### src/rtl/core/per_sender_flood_policer_assert.svh
// assertion macros used by the policer top level
`ifndef PER_SENDER_FLOOD_POLICER_ASSERT_SVH
`define PER_SENDER_FLOOD_POLICER_ASSERT_SVH

// property that must hold in the cycle after a trigger
`define PFP_ASSERT_NEXT(lbl, trig, prop) \
  lbl: assert property (@(posedge clk_i) disable iff (!rst_ni) (trig) |=> (prop)) \
    else $error("assertion failed");

// property that must hold in the same cycle as a trigger
`define PFP_ASSERT_NOW(lbl, trig, prop) \
  lbl: assert property (@(posedge clk_i) disable iff (!rst_ni) (trig) |-> (prop)) \
    else $error("assertion failed");

`endif

### src/rtl/core/pfp_pkg.sv
// ----------------------------------------------------------------------------
// pfp_pkg
// types, constants and helpers of the per-sender flood policer
// ----------------------------------------------------------------------------
package pfp_pkg;

  localparam int unsigned Senders     = 64;
  localparam int unsigned SidW        = $clog2(Senders);
  localparam int unsigned LogFracBits = 16;
  localparam int unsigned MantBits    = 30;
  // count sum width: senders * 65535
  localparam int unsigned TotW        = 16 + SidW;
  // log value width: integer part up to TotW-1 plus fraction
  localparam int unsigned LogW        = $clog2(TotW) + LogFracBits;
  localparam int unsigned ProdW       = TotW + LogW;

  typedef enum logic [1:0] {
    VerdictAccept    = 2'd0,
    VerdictBlacklist = 2'd1,
    VerdictRandom    = 2'd2
  } verdict_e;

  typedef enum logic [2:0] {
    RegCountLimit  = 3'd0,
    RegRateLimit   = 3'd1,
    RegRateWindow  = 3'd2,
    RegEntWindow   = 3'd3,
    RegBlacklistMs = 3'd4,
    RegEntThresh   = 3'd5
  } reg_idx_e;

  typedef enum logic [3:0] {
    StIdle, StRead, StCheck, StCount, StRate, StEntScan, StEntLog,
    StEntDiv, StEntHit, StInc, StClear, StOut
  } state_e;

  typedef struct packed {
    logic [SidW-1:0] sender_id;
    logic [31:0]     now_ms;
    logic [15:0]     random_value;
  } in_item_t;

  typedef struct packed {
    logic [1:0] verdict;
    logic       count_alarm;
    logic       rate_alarm;
    logic       entropy_alarm;
    logic [6:0] trust_level;
    logic [1:0] drop_level;
  } out_item_t;

  typedef struct packed {
    logic [7:0]  count_limit;
    logic [7:0]  rate_limit;
    logic [15:0] rate_window_ms;
    logic [15:0] entropy_window_ms;
    logic [19:0] blacklist_ms;
    logic [11:0] entropy_threshold;
  } cfg_t;

  // log unit handshake
  typedef struct packed {
    logic            start;
    logic [TotW-1:0] x;
  } log_req_t;

  typedef struct packed {
    logic            done;
    logic [LogW-1:0] y;
  } log_rsp_t;

endpackage

### src/rtl/core/pfp_log2.sv
// ----------------------------------------------------------------------------
// pfp_log2
// iterative fixed-point log2, one fraction bit per squaring step
// ----------------------------------------------------------------------------
module pfp_log2 import pfp_pkg::*; (
  input  logic     clk_i,
  input  logic     rst_ni,
  input  log_req_t req_i,
  output log_rsp_t rsp_o
);

  localparam int unsigned NW = $clog2(TotW);
  localparam int unsigned CW = $clog2(LogFracBits + 1);

  logic              busy_q, busy_d;
  logic [MantBits:0] y_q, y_d;
  logic [LogFracBits-1:0] frac_q, frac_d;
  logic [NW-1:0]     n_q, n_d;
  logic [CW-1:0]     cnt_q, cnt_d;
  logic              done_q, done_d;
  logic [2*MantBits+1:0] sq;
  logic [MantBits+1:0]   ysq;
  logic [NW-1:0]     msb;
  logic [MantBits:0] ynorm;

  // msb position of the argument
  always_comb begin
    msb = '0;
    for (int i = 1; i < TotW; i++) begin
      if (req_i.x[i]) msb = NW'(i);
    end
  end

  assign ynorm = (MantBits+1)'(({{(MantBits+1){1'b0}}, req_i.x} << MantBits) >> msb);
  assign sq    = y_q * y_q;
  assign ysq   = (MantBits+2)'(sq >> MantBits);

  // one squaring step a cycle
  always_comb begin
    busy_d = busy_q;
    y_d    = y_q;
    frac_d = frac_q;
    n_d    = n_q;
    cnt_d  = cnt_q;
    done_d = 1'b0;
    if (req_i.start) begin
      busy_d = (req_i.x > TotW'(1));
      done_d = !(req_i.x > TotW'(1));
      y_d    = ynorm;
      n_d    = (req_i.x > TotW'(1)) ? msb : '0;
      frac_d = '0;
      cnt_d  = '0;
    end else if (busy_q) begin
      if (ysq[MantBits+1]) begin
        y_d    = ysq[MantBits+1:1];
        frac_d = {frac_q[LogFracBits-2:0], 1'b1};
      end else begin
        y_d    = ysq[MantBits:0];
        frac_d = {frac_q[LogFracBits-2:0], 1'b0};
      end
      cnt_d = cnt_q + CW'(1);
      if (cnt_q == CW'(LogFracBits - 1)) begin
        busy_d = 1'b0;
        done_d = 1'b1;
      end
    end
  end

  always_ff @(posedge clk_i or negedge rst_ni) begin
    if (!rst_ni) begin
      busy_q <= 1'b0;
      done_q <= 1'b0;
      cnt_q  <= '0;
    end else begin
      busy_q <= busy_d;
      done_q <= done_d;
      cnt_q  <= cnt_d;
    end
  end

  always_ff @(posedge clk_i) begin
    y_q    <= y_d;
    frac_q <= frac_d;
    n_q    <= n_d;
  end

  assign rsp_o.done = done_q;
  assign rsp_o.y    = {n_q, frac_q};

endmodule

### config.mk
export PLATFORM = sky130hd
export DESIGN_NAME = pfp_log2
export DESIGN_NICKNAME = d
export VERILOG_FILES = /design/src/rtl/core/per_sender_flood_policer_assert.svh /design/src/rtl/core/pfp_pkg.sv /design/src/rtl/core/pfp_log2.sv
export SDC_FILE = /design/constraint.sdc
export NUM_CORES = 2
export LEC_CHECK = 0
export ABC_CLOCK_PERIOD_IN_PS = 8800
export BUFFER_PORTS_ARGS = -buffer_cell sky130_fd_sc_hd__buf_2
export CORE_UTILIZATION = 60
export DETAILED_ROUTE_END_ITERATION = 12
export PLACE_DENSITY = 0.76
export SYNTH_ARGS = -nofsm -noshare
export SYNTH_HDL_FRONTEND = slang
export SYNTH_SLANG_ARGS = --single-unit
### constraint.sdc
create_clock -name clk_i -period 8.8 [get_ports clk_i]
set_input_delay 1.32 -clock clk_i [delete_from_list [all_inputs] [get_ports clk_i]]
set_output_delay 1.32 -clock clk_i [all_outputs]
set_load 0.02 [all_outputs]
==> metrics <==
status finished, final reports clean; post-route cell area 0.0328 sq mm; Worst Hold Launch frac_q[15]; first-pass GRT wire length 130 mm; Post-Synth Simple-Gate Area 12.2%; hold path depth 2; vias per inst 5.68; worst-margin pin slew 0.992 ns; clock-pin slew on the worst setup and hold paths 0.06 ns; die width 230 um; routed vias 23.0k; cell area after synthesis 0.0312 sq mm; Mapped Avg Cell Area 9.26 sq um; clock sink count 59; nets@finish 4414; DR WL/cell 19.7 um; number of antenna repair diodes 0; r2r setup slk 0.17 ns; TritonCTS clock tree built; Iteration-0 DRC Markers 2078; final setup fails 0; final WL 79.8 mm; HP Class register to register; Worst Setup Start Kind register; Longest Clk Path Bufs 2; Initial Util 60.8%; clk_lat worst skew 0.33 ns; detailed-placement wirelength estimate 66.4 mm; setup tns final 0 ns; gr ovfl total 0; slew margin rel. 33.9%; Area Growth Syn to Fin 4.90%; Fin. Hold Viols 0; CTS Buf Count 9; Final Skew 0.0106 ns; Die Span Y 230 um; Core Region 0.0514 sq mm; WP data required 8.88 ns; Top FF cell, synth edfxtp_1; GRT Resource Usage Total 31.3%; mux cell area share after synthesis 2.30%; Placer Congestion 0.949; Syn Inst Count 3372; max cap viols 0; Synth Area in Adders 58.8%; vias in the first global route 25.3k; Peak Freq 116 MHz; largest family of logic cells by synthesized area adder cells; Cell Rows 83; largest net degree at the start of global routing 77; Pre-Repair DR Iteration Count 6; Slew Limit Fails 0; Crit. End Element register; Synthesis Warnings 0; sequential cell area fraction in the yosys report 5.05%; Hold Slack 0.502 ns; fin crit period 8.63 ns; initial antenna violation count 1; input/output buffers 46; DIE AREA 0.0530 sq mm; Synth Area in Compound Gates 6.90%; Final ANT Viol Nets 0; Ports 47; Hold Path End frac_q[15]; unrepaired setup endpoints after global routing no; CP max FO 23; reg-to-reg critical path endpoint y_q[18]; reg2reg start y_q[17]; path type of the worst setup path register to register; Syn Nets 4417; period utilization 98.1%; count of cell types in the netlist 93; Seq cells post-synth 59; EDFF count, synth 36; Cell Count, Final, Fillers Out 4054; Placed Cells incl. Taps 4024; Post-synth ARST share 11.9%; number of cells on the worst reg-to-reg path 24; Placement Cell Area 0.0323 sq mm; Clock Tree Root clkbuf_16; WP data arrival 8.71 ns; XOR/XNOR Fraction of Synth Area 1.59%; CTS Hold Bufs 0; share of layout cells above drive strength 1 5.81%; Remaining DRCs 0; H-tree depth 3
[synth_stat cells, types with 6 or more instances]
| library cell | instances | share of area, % |
|---|---|---|
| and3_1 | 10 | 0.20 |
| buf_1 | 7 | 0.084 |
| a21o_1 | 27 | 0.65 |
| dfrtp_1 | 7 | 0.56 |
| or2_2 | 7 | 0.14 |
| o211ai_1 | 17 | 0.41 |
| fa_1 | 747 | 48 |
| a31o_2 | 6 | 0.17 |
| o21a_1 | 8 | 0.19 |
| o31ai_1 | 12 | 0.29 |
| a21oi_1 | 81 | 1.3 |
| inv_1 | 929 | 11 |
| mux2i_1 | 64 | 2.1 |
| nand2_1 | 329 | 4.0 |
| ha_1 | 273 | 11 |
| xnor2_1 | 28 | 0.79 |
| dfxtp_1 | 16 | 1.0 |
| xor2_1 | 25 | 0.70 |
| nand3_1 | 27 | 0.43 |
| buf_2 | 17 | 0.27 |
| nor2b_1 | 11 | 0.22 |
| nand4_1 | 23 | 0.46 |
| or3_1 | 9 | 0.18 |
| o21ai_0 | 35 | 0.56 |
| nand2b_1 | 11 | 0.22 |
| nor2_1 | 114 | 1.4 |
| nor3_1 | 22 | 0.35 |
| o21bai_1 | 9 | 0.22 |
| clkbuf_1 | 112 | 1.3 |
| and2_1 | 192 | 3.8 |
| edfxtp_1 | 36 | 3.5 |
| a211oi_1 | 11 | 0.26 |
| o22ai_1 | 6 | 0.12 |
| o21ai_1 | 9 | 0.14 |
| a22oi_1 | 7 | 0.17 |
[repair_timing]
item,4_1_cts,5_1_grt
gates resized for setup,0,1
endpoints found under the setup margin,0,17
buffers inserted,0,14
[stage by stage]
stage                     worst slack [ns]  utilization [%]
after floorplan                       1.27                -
after global placement               0.421             62.8
after detailed placement             0.328             62.8
after CTS                            0.262             63.5
after global routing               0.00368             63.7
final                                0.166             63.7
[cell type report]
class / instances / area [sq um]
clock buffer: 12 / 246
clock inverter: 4 / 73.8
fill: 4154 / 18600
inverter: 933 / 3510
multi-input combinational: 2235 / 25500
sequential: 59 / 1580
tap: 680 / 851
timing repair buffer: 131 / 967
[placed cells by master, fill, tap and decap left out, types with 10 or more instances in the layout]
master	instances
a211oi_1	11
a21o_1	27
a21oi_1	81
and2_1	192
and3_1	10
buf_2	46
buf_4	75
dfxtp_1	16
edfxtp_1	36
fa_1	747
ha_1	273
inv_1	929
mux2i_1	64
nand2_1	329
nand2b_1	11
nand3_1	27
nand4_1	23
nor2_1	114
nor2b_1	11
nor3_1	22
o211ai_1	17
o21ai_0	35
o31ai_1	12
xnor2_1	28
xor2_1	25
[registers in the layout, summed over array words and instances (netlist names)]
signal,cells
y_q,31
frac_q,16
cnt_q,5
n_q,5
busy_q,1
done_q,1
[worst max path at each step]
stage                     endpoint     from  cells past startpoint  slack (ns)
final                      y_q[18]  y_q[17]                     24        0.17
after global routing       y_q[11]  y_q[17]                     23       0.004
after CTS                  y_q[18]  y_q[21]                     24        0.26
after detailed placement   y_q[18]  y_q[21]                     24        0.33
after global placement     y_q[18]  y_q[21]                     24        0.42
after floorplan            y_q[18]   y_q[4]                     27        1.27
[metal layers]
metal,part of all wire [%],global-route usage [%],wire length (um),vias to the layer above
li1,-,-,-,10100
met1,38,40.1,30300,11700
met2,50,54.4,40200,999
met3,7.0,3.77,5630,233
met4,4.6,11.8,3700,2
met5,0.016,0,13,-
[logic make-up (layout without fill, tap and decap cells)]
logic type / count (synthesis) / in the layout
and+or+nand+nor: 784 / 784
buffers and inverters: 1078 / 1080
AOI/OAI and AO/OA: 306 / 306
DFF: 59 / 59
xor gates and xnor gates: 55 / 55
adders and majority gates: 1020 / 1020
muxes: 70 / 70
[worst max-delay path, cell delays in order (launching register included)]
cell and delay, ns:
edfxtp_1 0.82, buf_4 0.33, nand2_1 0.12, inv_1 0.12, fa_1 0.44, fa_1 0.50, fa_1 0.52, inv_1 0.06
fa_1 0.48, inv_1 0.05, fa_1 0.48, fa_1 0.57, fa_1 0.44, fa_1 0.52, ha_1 0.41, a21o_1 0.22
a21o_1 0.17, a211oi_1 0.50, o2111ai_1 0.35, nand4_1 0.26, nand3b_2 0.16, xnor2_2 0.26, buf_12 0.20, nor2_1 0.05
a221o_1 0.33
Power is not shown: default switching activity piles up to over one toggle a cycle in this logic, so the estimate is an artifact.
