<file path="src/rtl/core/per_sender_flood_policer_assert.svh">
// assertion macros used by the policer top level
`ifndef PER_SENDER_FLOOD_POLICER_ASSERT_SVH
`define PER_SENDER_FLOOD_POLICER_ASSERT_SVH

// property that must hold in the cycle after a trigger
`define PFP_ASSERT_NEXT(lbl, trig, prop) \
  lbl: assert property (@(posedge clk_i) disable iff (!rst_ni) (trig) |=> (prop)) \
    else $error("assertion failed");

// property that must hold in the same cycle as a trigger
`define PFP_ASSERT_NOW(lbl, trig, prop) \
  lbl: assert property (@(posedge clk_i) disable iff (!rst_ni) (trig) |-> (prop)) \
    else $error("assertion failed");

`endif

</file>
<file path="src/rtl/core/pfp_pkg.sv">
// ----------------------------------------------------------------------------
// pfp_pkg
// types, constants and helpers of the per-sender flood policer
// ----------------------------------------------------------------------------
package pfp_pkg;

  localparam int unsigned Senders     = 64;
  localparam int unsigned SidW        = $clog2(Senders);
  localparam int unsigned LogFracBits = 16;
  localparam int unsigned MantBits    = 30;
  // count sum width: senders * 65535
  localparam int unsigned TotW        = 16 + SidW;
  // log value width: integer part up to TotW-1 plus fraction
  localparam int unsigned LogW        = $clog2(TotW) + LogFracBits;
  localparam int unsigned ProdW       = TotW + LogW;

  typedef enum logic [1:0] {
    VerdictAccept    = 2'd0,
    VerdictBlacklist = 2'd1,
    VerdictRandom    = 2'd2
  } verdict_e;

  typedef enum logic [2:0] {
    RegCountLimit  = 3'd0,
    RegRateLimit   = 3'd1,
    RegRateWindow  = 3'd2,
    RegEntWindow   = 3'd3,
    RegBlacklistMs = 3'd4,
    RegEntThresh   = 3'd5
  } reg_idx_e;

  typedef enum logic [3:0] {
    StIdle, StRead, StCheck, StCount, StRate, StEntScan, StEntLog,
    StEntDiv, StEntHit, StInc, StClear, StOut
  } state_e;

  typedef struct packed {
    logic [SidW-1:0] sender_id;
    logic [31:0]     now_ms;
    logic [15:0]     random_value;
  } in_item_t;

  typedef struct packed {
    logic [1:0] verdict;
    logic       count_alarm;
    logic       rate_alarm;
    logic       entropy_alarm;
    logic [6:0] trust_level;
    logic [1:0] drop_level;
  } out_item_t;

  typedef struct packed {
    logic [7:0]  count_limit;
    logic [7:0]  rate_limit;
    logic [15:0] rate_window_ms;
    logic [15:0] entropy_window_ms;
    logic [19:0] blacklist_ms;
    logic [11:0] entropy_threshold;
  } cfg_t;

  // log unit handshake
  typedef struct packed {
    logic            start;
    logic [TotW-1:0] x;
  } log_req_t;

  typedef struct packed {
    logic            done;
    logic [LogW-1:0] y;
  } log_rsp_t;

endpackage

</file>
<file path="src/rtl/core/pfp_div.sv">
// ----------------------------------------------------------------------------
// pfp_div
// restoring divider, one quotient bit per cycle
// ----------------------------------------------------------------------------
module pfp_div import pfp_pkg::*; (
  input  logic             clk_i,
  input  logic             rst_ni,
  input  logic             start_i,
  input  logic [ProdW-1:0] num_i,
  input  logic [TotW-1:0]  den_i,
  output logic             done_o,
  output logic [ProdW-1:0] quo_o
);

  localparam int unsigned CW = $clog2(ProdW + 1);

  logic             busy_q, busy_d, done_q, done_d;
  logic [ProdW-1:0] q_q, q_d;
  logic [TotW:0]    r_q, r_d;
  logic [TotW-1:0]  den_q, den_d;
  logic [CW-1:0]    cnt_q, cnt_d;
  logic [TotW:0]    trial;

  assign trial = {r_q[TotW-1:0], q_q[ProdW-1]};

  always_comb begin
    busy_d = busy_q;
    done_d = 1'b0;
    q_d    = q_q;
    r_d    = r_q;
    den_d  = den_q;
    cnt_d  = cnt_q;
    if (start_i) begin
      busy_d = 1'b1;
      q_d    = num_i;
      r_d    = '0;
      den_d  = den_i;
      cnt_d  = '0;
    end else if (busy_q) begin
      // shift in one numerator bit, subtract when it fits
      if (trial >= {1'b0, den_q}) begin
        r_d = trial - {1'b0, den_q};
        q_d = {q_q[ProdW-2:0], 1'b1};
      end else begin
        r_d = trial;
        q_d = {q_q[ProdW-2:0], 1'b0};
      end
      cnt_d = cnt_q + CW'(1);
      if (cnt_q == CW'(ProdW - 1)) begin
        busy_d = 1'b0;
        done_d = 1'b1;
      end
    end
  end

  always_ff @(posedge clk_i or negedge rst_ni) begin
    if (!rst_ni) begin
      busy_q <= 1'b0;
      done_q <= 1'b0;
      cnt_q  <= '0;
    end else begin
      busy_q <= busy_d;
      done_q <= done_d;
      cnt_q  <= cnt_d;
    end
  end

  always_ff @(posedge clk_i) begin
    q_q   <= q_d;
    r_q   <= r_d;
    den_q <= den_d;
  end

  assign done_o = done_q;
  assign quo_o  = q_q;

endmodule
</file>
<file path="config.mk">
export PLATFORM = sky130hd
export DESIGN_NAME = pfp_div
export DESIGN_NICKNAME = d
export VERILOG_FILES = /design/src/rtl/core/per_sender_flood_policer_assert.svh /design/src/rtl/core/pfp_pkg.sv /design/src/rtl/core/pfp_div.sv
export SDC_FILE = /design/constraint.sdc
export NUM_CORES = 1
export LEC_CHECK = 0
export ABC_CLOCK_PERIOD_IN_PS = 6900
export BUFFER_PORTS_ARGS = -buffer_cell sky130_fd_sc_hd__buf_2
export CORE_ASPECT_RATIO = 1.75
export CORE_MARGIN = 4
export CORE_UTILIZATION = 45
export CTS_CLUSTER_DIAMETER = 60
export DETAILED_ROUTE_END_ITERATION = 16
export HOLD_SLACK_MARGIN = 0.08
export PLACE_DENSITY = 0.78
export SYNTH_ARGS = -nofsm -noshare
export SYNTH_HDL_FRONTEND = slang
export SYNTH_SLANG_ARGS = --single-unit
</file>
<file path="constraint.sdc">
create_clock -name clk_i -period 6.9 [get_ports clk_i]
set_clock_uncertainty 0.2 [all_clocks]
set_input_delay 0.345 -clock clk_i [delete_from_list [all_inputs] [get_ports clk_i]]
set_output_delay 0.345 -clock clk_i [all_outputs]
set_load 0.02 [all_outputs]
</file>
==> results.py <==
metrics = {
    "run_status": {
        "status": "finished, final reports clean",
    },
    "route": {
        "avgViaCountPerCell": 5.46,
        "drc": 0,
        "dr_wl_met2_um": 5730,
        "drtIter0Drc": 191,
        "routed_wirelength_um": 11200,
        "top_layer": "met4",
        "dr_total_vias": 3895,
        "final_antenna_net_count": 0,
        "met3_length_um": 726,
        "first_pass_iters": 4,
        "met1_length_um": 4390,
        "wire_per_inst_um": 15.7,
    },
    "timing": {
        "slew_headroom": 0.608,
        "finalHoldViolCount": 0,
        "fmax_ghz": 0.332,
        "drv_slew": 0,
        "worstMarginPinSlew_ns": 0.588,
        "finalCriticalPeriod_ns": 3.01,
        "rsz0062_at_grt": "no",
        "finalCritPeriodShare": 0.436,
        "fin_ws_ns": 3.89,
        "finalSetupTns_ns": 0,
        "setup_viol": 0,
    },
    "pwr": {
        "pwr-share-seq": 0.348,
        "swShare": 0.370,
        "internal_power_mw": 1.43,
        "power_leakage_nw": 2.79,
        "switchingPower_mw": 0.840,
        "irDropWorstVdd_mv": 0.215,
        "power_density_nw_per_um2": 358,
        "pwr-share-clk": 0.230,
        "p_comb_frac": 0.422,
    },
    "layout": {
        "final_common_cell": "buf_2",
        "drive_gt1_frac": 0.321,
        "syn_to_final_growth_pct": 22.6,
        "nFillCells": 872,
        "num-nets-final": 670,
        "mostFrequentLayoutCells": "buf_2, edfxtp_1, mux2_2",
        "diodes": 0,
    },
    "critical_path": {
        "cp_slowest_cell": "edfxtp_1",
        "startpoint_type": "flip-flop",
        "path_class": "reg -> reg",
        "cp.required_ns": 6.96,
        "endpoint_kind": "flip-flop",
        "crit_chain": "inv_1 -> ha_1 -> inv_1 -> fa_1 -> a211oi_1 -> o211ai_1 -> nand3_1 -> o21ai_0 -> o2111ai_1 -> a31oi_1 -> or3_1 -> a311oi_2",
        "critPathArrivalTime_ns": 3.07,
        "worst-r2r-cell-count": 12,
        "cpMostUsedCell": "inv_1",
        "crit_path_max_fanout": 3,
        "r2r_end": "r_q[14]$_SDFFE_PP0P_",
        "crit_start": "quo_o[42]$_DFFE_PP_",
        "cp.depth": 12,
        "crit_path_max_incr_delay_ns": 0.42,
        "endpoint": "r_q[14]$_SDFFE_PP0P_",
        "worstReg2RegStart": "quo_o[42]$_DFFE_PP_",
        "critPathTopFamily": "compound AO/OA/AOI/OAI gates",
        "reg2reg_slack_ns": 3.89,
        "path_buf_inv": 2,
    },
    "synth": {
        "avgSynthCellArea_um2": 11.4,
        "syn-instance-count": 453,
        "ys_async_sr_fraction": 0.0842,
        "synth-warning-count": 0,
        "netlist_area_um2": 5180,
        "synthDistinctLibCells": 57,
        "ys_seq_area_frac": 0.501,
        "synth_edf_count": 65,
        "synthFlopType": "edfxtp_1",
        "ys_ff_latch": 95,
        "synth_fp_nets": 546,
    },
    "cts": {
        "clock_latency_ns": 0.35,
        "cts.sinks": 95,
        "clk_pin_slew_ns": 0.07,
        "postCtsResizedCells": 0,
        "cts-htree-levels": 3,
        "cts_tree": "yes",
        "cts_root_buf": "clkbuf_16",
        "numCtsBuffers": 9,
        "clockBufferDepth": 2,
    },
    "floorplanning": {
        "io_pins": 112,
        "fp.dieH_um": 150,
        "start_util": 0.464,
        "core_um2": 11200,
        "die_area_um2": 13400,
        "rows": 51,
        "die_x_um": 89.1,
    },
    "flow_run": {
        "max-cap-violations": 0,
    },
    "min_path": {
        "hold_depth": 2,
        "hold_path_class": "in -> reg",
    },
    "placement": {
        "place_congestion": 0.839,
        "hpwl_um": 8250,
        "port_buffers": 111,
        "dp_slack_ns": 3.92,
    },
    "global_routing": {
        "grt_start_max_net_pins": 54,
        "grt_usage": 0.179,
        "grt_pass1_wl_um": 18800,
        "antenna_found_initial": 0,
        "grt_pass1_vias": 4067,
        "gr-total-overflow": 0,
    },
}
## layout make-up
type,count,area [um^2],area share
Multi-Input combinational cell,302,2340,0.369
Clock buffer,9,225,0.0355
Tap cell,132,165,0.0260
Sequential cell,95,2590,0.408
Inverter,32,120,0.0189
Clock inverter,7,91.3,0.0144
Timing Repair Buffer,137,811,0.128
## layer usage
layer	GRT usage	up-vias
li1	-	1909
met5	0	-
met1	0.207	1827
met2	0.301	129
met3	0.0485	30
met4	0.0820	0
## sequential cells by signal (all words and copies together) (netlist names)
signal and cells:
cnt_q 6, r_q 22, done_o 1, quo_o 43, den_q 22, busy_q 1
## worst register-to-register path: cells and delay by family, from the launching register on
| kind | cells | cell delay (ns) |
|---|---|---|
| flip-flops | 1 | 0.42 |
| buffers and inverters | 2 | 0.13 |
| AO/OA/AOI/OAI | 6 | 1.09 |
| AND/OR/NAND/NOR | 2 | 0.52 |
| adder cells (fa/ha/maj) | 2 | 0.57 |
## synth_stat cells (2+ instances only)
cell / n / area share
a211oi_1: 20 / 0.029
a21o_1: 8 / 0.012
a21oi_1: 24 / 0.023
a21oi_2: 3 / 0.0051
a311oi_1: 3 / 0.0051
a311oi_2: 2 / 0.0058
a31oi_1: 5 / 0.0060
and2_1: 3 / 0.0036
and3_1: 2 / 0.0024
buf_2: 3 / 0.0029
buf_6: 2 / 0.0044
clkbuf_1: 17 / 0.012
dfrtp_1: 8 / 0.039
dfxtp_1: 22 / 0.085
edfxtp_1: 65 / 0.38
ha_1: 24 / 0.058
inv_1: 32 / 0.023
mux2_2: 42 / 0.091
mux2i_1: 15 / 0.029
nand2_1: 20 / 0.015
nand2b_1: 2 / 0.0024
nand3_1: 5 / 0.0048
nand4_1: 5 / 0.0060
nand4b_1: 2 / 0.0034
nor2_1: 38 / 0.028
nor2b_1: 3 / 0.0036
nor3_1: 3 / 0.0029
nor3b_1: 2 / 0.0029
o2111ai_1: 2 / 0.0034
o211ai_1: 3 / 0.0044
o21a_1: 6 / 0.0087
o21ai_0: 16 / 0.015
or3_1: 3 / 0.0036
xnor2_1: 12 / 0.020
xor2_1: 9 / 0.015
## kinds of logic (layout without fill, tap and decap cells)
kind of cell    count (synthesis)  after routing  synth area share
compound gates                103            103             0.142
simple gates                   96             96            0.0928
flops                          95             95             0.501
mux                            57             57             0.120
buf+inv                        56            185            0.0466
fa+ha+maj                      25             25            0.0619
xor+xnor                       21             21            0.0355
## power by group through the flow
stage	registers [mW]	clock network (mW)	logic, mW
3_3_place_gp	0.800	0	0.909
6_report	0.792	0.522	0.958
5_1_grt	0.808	0.552	1.06
4_1_cts	0.793	0.528	0.957
3_5_place_dp	0.803	0	0.940
2_1_floorplan	0.823	0	0.731
## worst min-delay path by stage
stage	startpoint	endpoint	slack [ns]
after floorplan	rst_ni	busy_q$_DFF_PN0_	-0.15
after global placement	rst_ni	done_o$_DFF_PN0_	-0.003
final	num_i[27]	quo_o[27]$_DFFE_PP_	0.1
after CTS	num_i[11]	quo_o[11]$_DFFE_PP_	0.09
after detailed placement	rst_ni	done_o$_DFF_PN0_	0.0009
after global routing	num_i[9]	quo_o[9]$_DFFE_PP_	0.09
## through the flow
| stage | total power, mW | cells | hold slack [ns] | utilization | area [um^2] |
|---|---|---|---|---|---|
| 4_1_cts | 2.28 | 714 | 0.0936 | 0.568 | 6350 |
| 2_1_floorplan | 1.55 | 453 | -0.151 | - | 5180 |
| 5_1_grt | 2.42 | 714 | 0.0949 | 0.568 | 6350 |
| 3_5_place_dp | 1.74 | 675 | 0.000872 | 0.519 | 5800 |
| 3_3_place_gp | 1.71 | 675 | -0.00252 | 0.519 | 5800 |
| 6_report | 2.27 | 714 | 0.0975 | 0.568 | 6350 |
## repair_timing
| item | 4_1_cts | 5_1_grt |
|---|---|---|
| buffers inserted | 0 | 0 |
| setup endpoints to repair | 0 | 0 |
| hold buffers | 23 | 0 |
| endpoints found under the hold margin | 30 | 0 |
(Power assumes the default switching activity.)
